`config.mk`:
```
export PLATFORM = sky130hd
export DESIGN_NAME = modular_exponentiation_core
export DESIGN_NICKNAME = d
export VERILOG_FILES = /design/src/hw/rtl/mexp_pkg.sv /design/src/hw/rtl/modular_exponentiation_core.sv /design/src/hw/rtl/mexp_datapath.sv /design/src/hw/rtl/mexp_controller.sv
export SDC_FILE = /design/constraint.sdc
export NUM_CORES = 1
export LEC_CHECK = 0
export BUFFER_PORTS_ARGS = -buffer_cell sky130_fd_sc_hd__buf_2
export CAP_MARGIN = 20
export CORE_UTILIZATION = 55
export CTS_CLUSTER_SIZE = 28
export DETAILED_ROUTE_END_ITERATION = 7
export HOLD_SLACK_MARGIN = 0.1
export PLACE_DENSITY = 0.76
export SLEW_MARGIN = 5
export SYNTH_ARGS = -nofsm -noshare
export SYNTH_HDL_FRONTEND = slang
export SYNTH_SLANG_ARGS = --single-unit
export TNS_END_PERCENT = 50
```
`constraint.sdc`:
```
create_clock -name i_clk -period 20.9 [get_ports i_clk]
set_input_delay 1.045 -clock i_clk [delete_from_list [all_inputs] [get_ports i_clk]]
set_output_delay 1.045 -clock i_clk [all_outputs]
set_load 0.02 [all_outputs]
```
`src/hw/rtl/mexp_pkg.sv`:
```
// ----------------------------------------------------------------------------
// mexp_pkg
// Shared widths, controller states and the command and status bundles
// that pass between the controller and the datapath of the exponentiation core.
// ----------------------------------------------------------------------------
`default_nettype none

package mexp_pkg;

    // modulus width and operand widths
    localparam int MOD_W  = 31;
    localparam int BASE_W = 32;
    localparam int EXP_W  = 32;

    // step counter covers the base reduction and one modular product
    localparam int MAX_STEPS = (BASE_W > MOD_W) ? BASE_W : MOD_W;
    localparam int CNT_W     = $clog2(MAX_STEPS);

    // stream data widths, padded to whole bytes
    localparam int IN_TDATA_W  = ((BASE_W + EXP_W + 7) / 8) * 8;
    localparam int OUT_TDATA_W = ((MOD_W + 7) / 8) * 8;

    // controller states
    typedef enum logic [5:0] {
        S_IDLE   = 6'b000001,
        S_REDUCE = 6'b000010,
        S_NEXT   = 6'b000100,
        S_STEP   = 6'b001000,
        S_COMMIT = 6'b010000,
        S_FINISH = 6'b100000
    } t_state;

    // commands from controller to datapath
    typedef struct packed {
        logic load;        // capture a new item and set up the accumulator
        logic red_step;    // one restoring step of base mod m
        logic prod_start;  // set up both modular products for one exponent bit
        logic prod_step;   // one shift-and-add step of both products
        logic prod_commit; // write products back, shift the exponent
        logic out_load;    // move the result into the output register
    } t_dp_cmd;

    // status from datapath to controller
    typedef struct packed {
        logic exp_zero;    // remaining exponent bits are all zero
    } t_dp_status;

endpackage

`default_nettype wire

```
`src/hw/rtl/modular_exponentiation_core.sv`:
```
// ----------------------------------------------------------------------------
// modular_exponentiation_core
// Computes base ** exponent mod m by right-to-left square-and-multiply.
// ----------------------------------------------------------------------------
// Usage:
//   write the modulus through i_cfg_we / i_cfg_wdata while the core is idle;
//   it resets to one, which makes every result zero.
//   s_axis carries one item: base and exponent. m_axis returns one item per
//   input: the power modulo m.
// Sequence:
//   the base is first reduced mod m, one restoring step a cycle; then each
//   exponent bit up to the highest set one runs a 31-step shift-and-add
//   loop that forms the multiply and the square together, with setup before
//   it and write-back after it. The next item is taken once the result sits
//   in the output register.
// Reset and stall:
//   reset clears the sequencer and the output valid flag and sets the
//   modulus to one. While the receiver stalls the result stays in the output
//   register; the core still accepts and works one further item and holds it
//   until the output register frees up.
// ----------------------------------------------------------------------------
`default_nettype none

module modular_exponentiation_core
    import mexp_pkg::*;
(
    input  wire logic                   i_clk,
    input  wire logic                   i_rst_n,
    input  wire logic                   i_cfg_we,
    input  wire logic [MOD_W-1:0]       i_cfg_wdata,     // modulus
    input  wire logic                   s_axis_tvalid,
    output logic                        s_axis_tready,
    input  wire logic [IN_TDATA_W-1:0]  s_axis_tdata,    // base_value, exponent_value
    output logic                        m_axis_tvalid,
    input  wire logic                   m_axis_tready,
    output logic [OUT_TDATA_W-1:0]      m_axis_tdata     // power_result, zero pad
);

    t_dp_cmd          cmd;
    t_dp_status       status;
    logic [MOD_W-1:0] power_result;

    // sequencer
    mexp_controller u_ctrl (
        .i_clk       (i_clk),
        .i_rst_n     (i_rst_n),
        .i_in_valid  (s_axis_tvalid),
        .o_in_ready  (s_axis_tready),
        .o_out_valid (m_axis_tvalid),
        .i_out_ready (m_axis_tready),
        .i_status    (status),
        .o_cmd       (cmd)
    );

    // arithmetic
    mexp_datapath u_dp (
        .i_clk            (i_clk),
        .i_rst_n          (i_rst_n),
        .i_cfg_we         (i_cfg_we),
        .i_cfg_wdata      (i_cfg_wdata),
        .i_base_value     (s_axis_tdata[BASE_W-1:0]),
        .i_exponent_value (s_axis_tdata[BASE_W+EXP_W-1:BASE_W]),
        .i_cmd            (cmd),
        .o_status         (status),
        .o_power_result   (power_result)
    );

    assign m_axis_tdata = OUT_TDATA_W'(power_result);

endmodule

`default_nettype wire

```
`src/hw/rtl/mexp_datapath.sv`:
```
// ----------------------------------------------------------------------------
// mexp_datapath
// Modulus register, base reduction, and two shift-and-add modular
// multipliers sharing one doubling addend (multiply and square in parallel).
// ----------------------------------------------------------------------------
`default_nettype none

module mexp_datapath
    import mexp_pkg::*;
(
    input  wire logic              i_clk,
    input  wire logic              i_rst_n,
    input  wire logic              i_cfg_we,
    input  wire logic [MOD_W-1:0]  i_cfg_wdata,
    input  wire logic [BASE_W-1:0] i_base_value,
    input  wire logic [EXP_W-1:0]  i_exponent_value,
    input  wire t_dp_cmd           i_cmd,
    output t_dp_status             o_status,
    output logic [MOD_W-1:0]       o_power_result
);

    logic [MOD_W-1:0]  r_mod;
    logic [BASE_W-1:0] r_base, n_base;
    logic [EXP_W-1:0]  r_exp, n_exp;
    logic [MOD_W-1:0]  r_acc, n_acc;
    logic [MOD_W-1:0]  r_sq, n_sq;
    logic [MOD_W-1:0]  r_add, n_add;
    logic [MOD_W-1:0]  r_xm, n_xm;
    logic [MOD_W-1:0]  r_xs, n_xs;
    logic [MOD_W-1:0]  r_pm, n_pm;
    logic [MOD_W-1:0]  r_ps, n_ps;
    logic [MOD_W-1:0]  r_res, n_res;

    logic [MOD_W:0]    mod_ext;
    logic [MOD_W:0]    red_t;
    logic [MOD_W:0]    sum_m;
    logic [MOD_W:0]    sum_s;
    logic [MOD_W:0]    dbl;
    logic [MOD_W-1:0]  red_r;
    logic [MOD_W-1:0]  sum_m_r;
    logic [MOD_W-1:0]  sum_s_r;
    logic [MOD_W-1:0]  dbl_r;

    // modulus register, reset to one
    always_ff @(posedge i_clk) begin
        if (!i_rst_n) begin
            r_mod <= MOD_W'(1);
        end else if (i_cfg_we) begin
            r_mod <= i_cfg_wdata;
        end
    end

    // restoring step, two adds and a doubling, each with one conditional subtract
    always_comb begin
        mod_ext = {1'b0, r_mod};
        red_t   = {r_sq, r_base[BASE_W-1]};
        red_r   = (red_t >= mod_ext) ? MOD_W'(red_t - mod_ext) : red_t[MOD_W-1:0];
        sum_m   = {1'b0, r_pm} + {1'b0, r_add};
        sum_m_r = (sum_m >= mod_ext) ? MOD_W'(sum_m - mod_ext) : sum_m[MOD_W-1:0];
        sum_s   = {1'b0, r_ps} + {1'b0, r_add};
        sum_s_r = (sum_s >= mod_ext) ? MOD_W'(sum_s - mod_ext) : sum_s[MOD_W-1:0];
        dbl     = {r_add, 1'b0};
        dbl_r   = (dbl >= mod_ext) ? MOD_W'(dbl - mod_ext) : dbl[MOD_W-1:0];
    end

    // next-state selection by command
    always_comb begin
        n_base = r_base;
        n_exp  = r_exp;
        n_acc  = r_acc;
        n_sq   = r_sq;
        n_add  = r_add;
        n_xm   = r_xm;
        n_xs   = r_xs;
        n_pm   = r_pm;
        n_ps   = r_ps;
        n_res  = r_res;
        if (i_cmd.load) begin
            n_base = i_base_value;
            n_exp  = i_exponent_value;
            n_sq   = '0;
            n_acc  = (r_mod == MOD_W'(1)) ? '0 : MOD_W'(1);
        end
        if (i_cmd.red_step) begin
            n_sq   = red_r;
            n_base = {r_base[BASE_W-2:0], 1'b0};
        end
        if (i_cmd.prod_start) begin
            n_add = r_sq;
            n_xm  = r_acc;
            n_xs  = r_sq;
            n_pm  = '0;
            n_ps  = '0;
        end
        if (i_cmd.prod_step) begin
            if (r_xm[0]) begin
                n_pm = sum_m_r;
            end
            if (r_xs[0]) begin
                n_ps = sum_s_r;
            end
            n_add = dbl_r;
            n_xm  = {1'b0, r_xm[MOD_W-1:1]};
            n_xs  = {1'b0, r_xs[MOD_W-1:1]};
        end
        if (i_cmd.prod_commit) begin
            if (r_exp[0]) begin
                n_acc = r_pm;
            end
            n_sq  = r_ps;
            n_exp = {1'b0, r_exp[EXP_W-1:1]};
        end
        if (i_cmd.out_load) begin
            // a zero modulus gives zero
            n_res = (r_mod == '0) ? '0 : r_acc;
        end
    end

    // payload registers
    always_ff @(posedge i_clk) begin
        r_base <= n_base;
        r_exp  <= n_exp;
        r_acc  <= n_acc;
        r_sq   <= n_sq;
        r_add  <= n_add;
        r_xm   <= n_xm;
        r_xs   <= n_xs;
        r_pm   <= n_pm;
        r_ps   <= n_ps;
        r_res  <= n_res;
    end

    assign o_status.exp_zero = (r_exp == '0);
    assign o_power_result    = r_res;

endmodule

`default_nettype wire

```
`src/hw/rtl/mexp_controller.sv`:
```
// ----------------------------------------------------------------------------
// mexp_controller
// Sequencer for base reduction and the square-and-multiply loop, plus the
// input ready and the output valid flag.
// ----------------------------------------------------------------------------
`default_nettype none

module mexp_controller
    import mexp_pkg::*;
(
    input  wire logic       i_clk,
    input  wire logic       i_rst_n,
    input  wire logic       i_in_valid,
    output logic            o_in_ready,
    output logic            o_out_valid,
    input  wire logic       i_out_ready,
    input  wire t_dp_status i_status,
    output t_dp_cmd         o_cmd
);

    t_state           r_state, n_state;
    logic [CNT_W-1:0] r_cnt, n_cnt;
    logic             r_valid, n_valid;
    logic             in_fire;
    logic             slot_free;

    assign in_fire   = i_in_valid && (r_state == S_IDLE);
    assign slot_free = !r_valid || i_out_ready;

    // state transitions and commands
    always_comb begin
        n_state = r_state;
        n_cnt   = r_cnt;
        o_cmd   = '0;
        unique case (r_state)
            S_IDLE: begin
                if (in_fire) begin
                    o_cmd.load = 1'b1;
                    n_cnt      = '0;
                    n_state    = S_REDUCE;
                end
            end
            S_REDUCE: begin
                o_cmd.red_step = 1'b1;
                n_cnt          = r_cnt + CNT_W'(1);
                if (r_cnt == CNT_W'(BASE_W - 1)) begin
                    n_state = S_NEXT;
                end
            end
            S_NEXT: begin
                if (i_status.exp_zero) begin
                    n_state = S_FINISH;
                end else begin
                    o_cmd.prod_start = 1'b1;
                    n_cnt            = '0;
                    n_state          = S_STEP;
                end
            end
            S_STEP: begin
                o_cmd.prod_step = 1'b1;
                n_cnt           = r_cnt + CNT_W'(1);
                if (r_cnt == CNT_W'(MOD_W - 1)) begin
                    n_state = S_COMMIT;
                end
            end
            S_COMMIT: begin
                o_cmd.prod_commit = 1'b1;
                n_state           = S_NEXT;
            end
            S_FINISH: begin
                if (slot_free) begin
                    o_cmd.out_load = 1'b1;
                    n_state        = S_IDLE;
                end
            end
            default: begin
                n_state = S_IDLE;
            end
        endcase
    end

    // output valid: set on load, cleared when the item is taken
    always_comb begin
        n_valid = r_valid;
        if (o_cmd.out_load) begin
            n_valid = 1'b1;
        end else if (r_valid && i_out_ready) begin
            n_valid = 1'b0;
        end
    end

    always_ff @(posedge i_clk) begin
        if (!i_rst_n) begin
            r_state <= S_IDLE;
            r_cnt   <= '0;
            r_valid <= 1'b0;
        end else begin
            r_state <= n_state;
            r_cnt   <= n_cnt;
            r_valid <= n_valid;
        end
    end

    assign o_in_ready  = (r_state == S_IDLE);
    assign o_out_valid = r_valid;

    // a held result is never overwritten
    a_no_overwrite: assert property (@(posedge i_clk) disable iff (!i_rst_n)
        o_cmd.out_load |-> (!r_valid || i_out_ready))
        else $error("result overwritten while still held");

    // product steps never run past the operand width
    a_step_bound: assert property (@(posedge i_clk) disable iff (!i_rst_n)
        (r_state == S_STEP) |-> (r_cnt <= CNT_W'(MOD_W - 1)))
        else $error("product step counter out of range");

    // a commit always follows the last product step
    a_commit_order: assert property (@(posedge i_clk) disable iff (!i_rst_n)
        (r_state == S_COMMIT) |-> ($past(r_state) == S_STEP))
        else $error("commit without preceding product step");

endmodule

`default_nettype wire
```
# --- Yosys cells after proc, flatten, opt, wreduce, memory -nomap -nowiden ---
# Index checks and enable logic that the tools add are counted.
op_classes:
  addsub: 7
  magnitude_cmp: 4
  eq_ne: 14
  muxes: 47
  reduce_logical: 15
op_table:
  columns: ["op", "count"]
  rows:
  - ["$mux 31", 20]
  - ["$ge 32x31->1", 4]
  - ["$sub 31x31->31", 4]
  - ["$mux 30", 4]
  - ["$add 31x31->32", 2]
  - ["$mux 32", 2]
  - ["$pmux 6 s6", 1]
  - ["$logic_not 32->1", 1]
  - ["$eq 31x1->1 const B", 1]
  - ["$logic_not 31->1", 1]
  - ["$mux 6", 5]
  - ["$pmux 5 s3", 1]
  - ["$mux 1", 12]
  - ["$eq 5x5->1 const B", 2]
  - ["$mux 5", 2]
  - ["$ne 2x1->1 const B", 4]
  - ["$reduce_bool 2->1", 4]
  - ["$eq 6x1->1 const B", 1]
  - ["$eq 6x2->1 const B", 1]
  - ["$eq 6x3->1 const B", 1]
  - ["$eq 6x4->1 const B", 1]
  - ["$eq 6x5->1 const B", 1]
  - ["$eq 6x6->1 const B", 1]
  - ["$reduce_bool 3->1", 2]
  - ["other kinds (8)", 9]
word_totals:
  reg_bits: 355
  inputBits: 100
  output_inout_bits: 34
  word_cells: 105

# --- Logic depth before layout (Yosys ltp) ---
depth:
  ltp_word: 7
  mapped_depth: 23
  depth_no_buf: 22

# --- Modules after synthesis ---
# A second synthesis with hierarchy kept.
unflattened:
  hier_cells: 2652
  area_unflattened_um2: 24684.9
by_module_without_submodules:
  columns: ["module", "n_inst", "cells_each", "area_per_inst_um2"]
  rows:
  - ["mexp_datapath", 1, 2559, 23904.2]
  - ["mexp_controller", 1, 91, 769.5]
  - ["modular_exponentiation_core", 1, 2, 11.3]

# --- Worst setup path after synthesis ---
# OpenSTA, ideal clock, no wires.
synth_timing:
  kind: "register -> register"
  startpoint: "reg u_ctrl.r_state[0]"
  endpoint: "reg u_dp.r_add[0], enable pin"
  setup_ns: 0.666
  t_arrival_ns: 7.192
  slack_ns: 13.042
  stages_incl_launch_ff: 4
  n_path_buf: 0
  path_cell_list: "dfxtp_1 -> nor4_1 -> nand3b_1 -> o21ai_0"
synth_between:
  elab_chain_cells: 3
  elab_cells_between_ends: 5
  classes_between: "eq/ne: 2; mux: 2; reduce/logical: 1"
synth_rtl:
  columns: ["item", "line", "source"]
  rows:
  - ["from (decl)", "mexp_controller.sv:21", "t_state r_state, n_state;"]
  - ["from (signal assigned)", "mexp_controller.sv:98", "r_state <= n_state;"]
  - ["$eq 6x4->1 or $eq 6x3->1 (tied branches)", "mexp_controller.sv:35", "unique case (r_state)"]
  - ["$mux 1", "mexp_controller.sv:35", null]
  - ["$reduce_bool 2->1 (no line) (*)", null, null]
  - ["to (signal assigned)", "mexp_datapath.sv:125", "r_add <= n_add;"]
  - ["to (decl)", "mexp_datapath.sv:27", "logic [MOD_W-1:0] r_add, n_add;"]
# Every way passes the cells marked *; elsewhere a longest branch is shown, timed or not.
# A chain may end at the register's enable or synchronous reset.

# --- Worst setup path in the final report ---
layout_timing:
  startpoint: "reg u_dp.r_add[0]"
  endpoint: "reg u_dp.r_ps[25]"
layout_between:
  elab_chain_cells: 5
  elab_cells_between_ends: 6
  classes_between: "add/sub: 2; order compare: 1; mux: 3"
layout_rtl:
  columns: ["item", "line", "source"]
  rows:
  - ["$add 31x31->32 (*)", "mexp_datapath.sv:60", "sum_s = {1'b0, r_ps} + {1'b0, r_add};"]
  - ["$sub 31x31->31 or $ge 32x31->1 (tied branches)", "mexp_datapath.sv:61", "sum_s_r = (sum_s >= mod_ext) ? MOD_W'(sum_s - mod_ext) : sum_s[MOD_W-1:0];"]
  - ["$mux 31 (*)", "mexp_datapath.sv:61", null]
  - ["$mux 31 (*)", "mexp_datapath.sv:99", "if (r_xs[0]) begin"]
  - ["$mux 31 (*)", "mexp_datapath.sv:95", "if (i_cmd.prod_step) begin"]
  - ["via u_dp.n_ps[25]", "mexp_datapath.sv:31", "logic [MOD_W-1:0] r_ps, n_ps;"]
  - ["to (signal assigned)", "mexp_datapath.sv:129", "r_ps <= n_ps;"]
  - ["to (decl)", "mexp_datapath.sv:31", null]
# Mark *: on every way through the listed nets, which the timed path passes. The rest lies on a longest branch.

==> metrics <==
synthesis-to-layout area growth 10.55%; commonest cells in the netlist nand2_1 (459), edfxtp_1 (215), ha_1 (189); TritonRoute pass-1 iters 8; Ys Warns 0; R2R depth 21; clock-pin slew on the worst setup and hold paths around 0.07 ns; worst hold slack between 0.4 and 0.5 ns; Nets 3046; max_cap viols 0; H-tree Lvls 2; CTS Hold Bufs 0; Highest Clock Rate between 150 and 200 MHz; CTS Buf Count 40; crit path max fanout 33; final-report setup violation count 0; IO buf count 132; hpwl dp about 52000 um; post-CTS setup buffer count 0; distinct cell type count of the synthesized netlist 99; grt ovf 0; crit share post-route around 28%; first-pass GRT wire length 105800 um; layout cells sized above 1 under 10%; clock skew about 0.017 ns; FF-to-FF End u_dp.r_ps[25]$_DFF_P_; most numerous cell in the Yosys netlist nand2_1; Routed Antenna Nets 0; switching power roughly 550 uW; initial antenna violation count 0; largest net degree at the start of global routing 93; Via-to-Cell Ratio between 6 and 7; startpoint types flip-flop; Post-synth EDFFs 215; Pleak between 10 and 15 nW; post-synth top area cell edfxtp_1; RePlAce Congestion 0.9846; worst r2r src u_dp.r_add[0]$_DFFE_PP_; worst hold path type reg -> reg; Hold Startpoint u_dp.r_base[0]$_SDFFE_PP0P_; die area between 40000 and 50000 um^2; Clk pwr share approximately 39%; Ant. Diodes 0; Mapped Avg Cell Area just over 9 um^2; Gate power share 19.1%; fin. max-slew vios 0; WS Path Type reg -> reg; crit path capture type flip-flop; # IOs about 130; Yosys top cell area share between 20% and 30%; Rel. slew slack ~27%; Async SR Flop Fraction 0%; PwrDens between 70 and 80 nW/um^2; Worst-Margin Slew between 1 and 1.5 ns; die height approximately 210 um; root buf cell clkbuf_16; row count 76; Synth area leaders edfxtp_1 (27%), dfxtp_1 (12%), ha_1 (9.8%); Core ar. roughly 43000 um^2; critical path required time 21.36 ns; Sw Ratio between 20% and 30%; Die X approximately 210 um; Sink Count between 300 and 400; cell-internal power approximately 1.4 mW; WL final approximately 67000 um; setup slack, reg-to-reg 15.09 ns; Initial DRC Count ~1500; Sequential Power Share between 40% and 50%; Min-Delay Path Depth 2; Synth Flop Type edfxtp_1; via count 20530; initial core utilization 55.91%; Final Hold Vio Count 0; DRC errors left 0; Worst Hold End u_dp.r_base[0]$_SDFFE_PP0P_; DR WL/cell around 20 um; Total GRT Usage between 30% and 40%; vias in the first global route about 20000; Peak VDD IR between 80 and 90 uV; post-route setup TNS 0 ns; Syn Inst Count about 2700; syn nets 2960; sequential-to-total area share from yosys stat 38.36%; CTS tree yes; status finished clean; post-synthesis register bit count around 360; RSZ-0062 raised after global routing false; Skew-Pair Late Insertion Delay between 0.5 and 0.6 ns; final worst path period need slightly below 6 ns; Mapped Area 24140 um^2; post-CTS resize count 0; WP data arrival around 6.3 ns; clock tree buffer depth 3
## per-stage QoR
stage                     cells  util, %  power (mW)  setup slack (ns)  cell area, um^2
after floorplan            2665        -       1.080             13.04            24140
after global placement     3292    58.58       1.166             15.28            25290
after detailed placement   3294    58.65       1.174             15.13            25320
after CTS                  3367    61.81       1.915             15.08            26680
after global routing       3367    61.81       1.989             14.75            26680
final                      3367    61.81       1.908             15.09            26680
## sequential cells by signal (all words and copies together), names as in the netlist
name	flops
u_dp.r_base	32
u_ctrl.r_cnt	5
u_dp.r_ps	31
u_dp.r_pm	31
u_ctrl.o_out_valid	1
u_dp.r_xm	31
u_ctrl.r_state	6
u_dp.r_exp	32
u_dp.r_sq	31
u_dp.o_power_result	31
u_dp.r_mod	31
u_dp.r_add	31
u_dp.r_xs	31
u_dp.r_acc	31
## critical path, stage by stage (launching register included)
cell and delay (ns):
edfxtp_1 0.48, ha_1 0.28, fa_1 0.43, a21o_1 0.20, a21oi_1 0.29, o21ai_0 0.18, a22oi_1 0.28, a21oi_1 0.20
a21oi_1 0.26, and2_1 0.20, o21ai_0 0.11, xor2_1 0.22, ha_1 0.32, a211oi_1 0.23, o211ai_1 0.15, nor4_2 0.39
o41ai_2 0.18, nor2_2 0.10, buf_4 0.36, or2_1 0.42, nor3_1 0.11, a221o_1 0.26
## metal layers
layer  up-vias  GRT usage, %  share of wire, %  routed length (um)
met1      9730         41.40                45               30600
met2       700         48.62                45               30290
met3       117         4.080               6.6                4458
li1       9983             -                 -                   -
met5         -             0                 0                   0
met4         0         10.34               3.1                2065
## how the worst max path moves through the flow
stage	startpoint	end
global route	u_dp.r_add[0]$_DFFE_PP_	u_dp.r_ps[28]$_DFF_P_
floorplan	u_ctrl.r_state[0]$_SDFFE_PN1P_	u_dp.r_add[0]$_DFFE_PP_
global placement	u_dp.r_add[0]$_DFFE_PP_	u_dp.r_ps[25]$_DFF_P_
detailed placement	u_dp.r_add[0]$_DFFE_PP_	u_dp.r_ps[25]$_DFF_P_
CTS	u_dp.r_add[0]$_DFFE_PP_	u_dp.r_ps[25]$_DFF_P_
finish	u_dp.r_add[0]$_DFFE_PP_	u_dp.r_ps[25]$_DFF_P_
## cells in the final DEF, fill, tap and decap left out, types with 84 or more instances in the layout
master	count
nand2_1	459
a22o_1	84
a21o_1	102
dfxtp_1	140
o21ai_0	162
buf_2	132
ha_1	189
a21oi_1	173
edfxtp_1	215
nor2_1	137
## final cells by class
type / count / area (um^2)
inverters: 75 / 281.5
clock inverters: 24 / 277.8
repair buffers: 158 / 870.8
multi-input cells: 2121 / 14180
clock buffers: 49 / 1086
flip-flops and latches: 355 / 9259
fillers: 3755 / 16490
well taps: 585 / 732.0
## power by group through the flow
stage | Clock [mW] | Combinational, mW | Sequential [mW]
5_1_grt | 0.779 | 0.402 | 0.807
3_5_place_dp | 0 | 0.356 | 0.818
2_1_floorplan | 0 | 0.272 | 0.808
6_report | 0.740 | 0.364 | 0.804
4_1_cts | 0.753 | 0.358 | 0.803
3_3_place_gp | 0 | 0.349 | 0.817
## cells by family after synthesis
group | count (synthesis) | share of synthesized area (%)
compound gates | 805 | 22.91
xor+xnor | 149 | 5.407
fa+ha+maj | 195 | 10.30
buf+inv | 189 | 3.136
flops | 355 | 38.36
mux | 65 | 2.706
other cells | 1 | 0.01554
simple gates | 906 | 17.16
No activity file was read; power rests on OpenSTA's default activity.
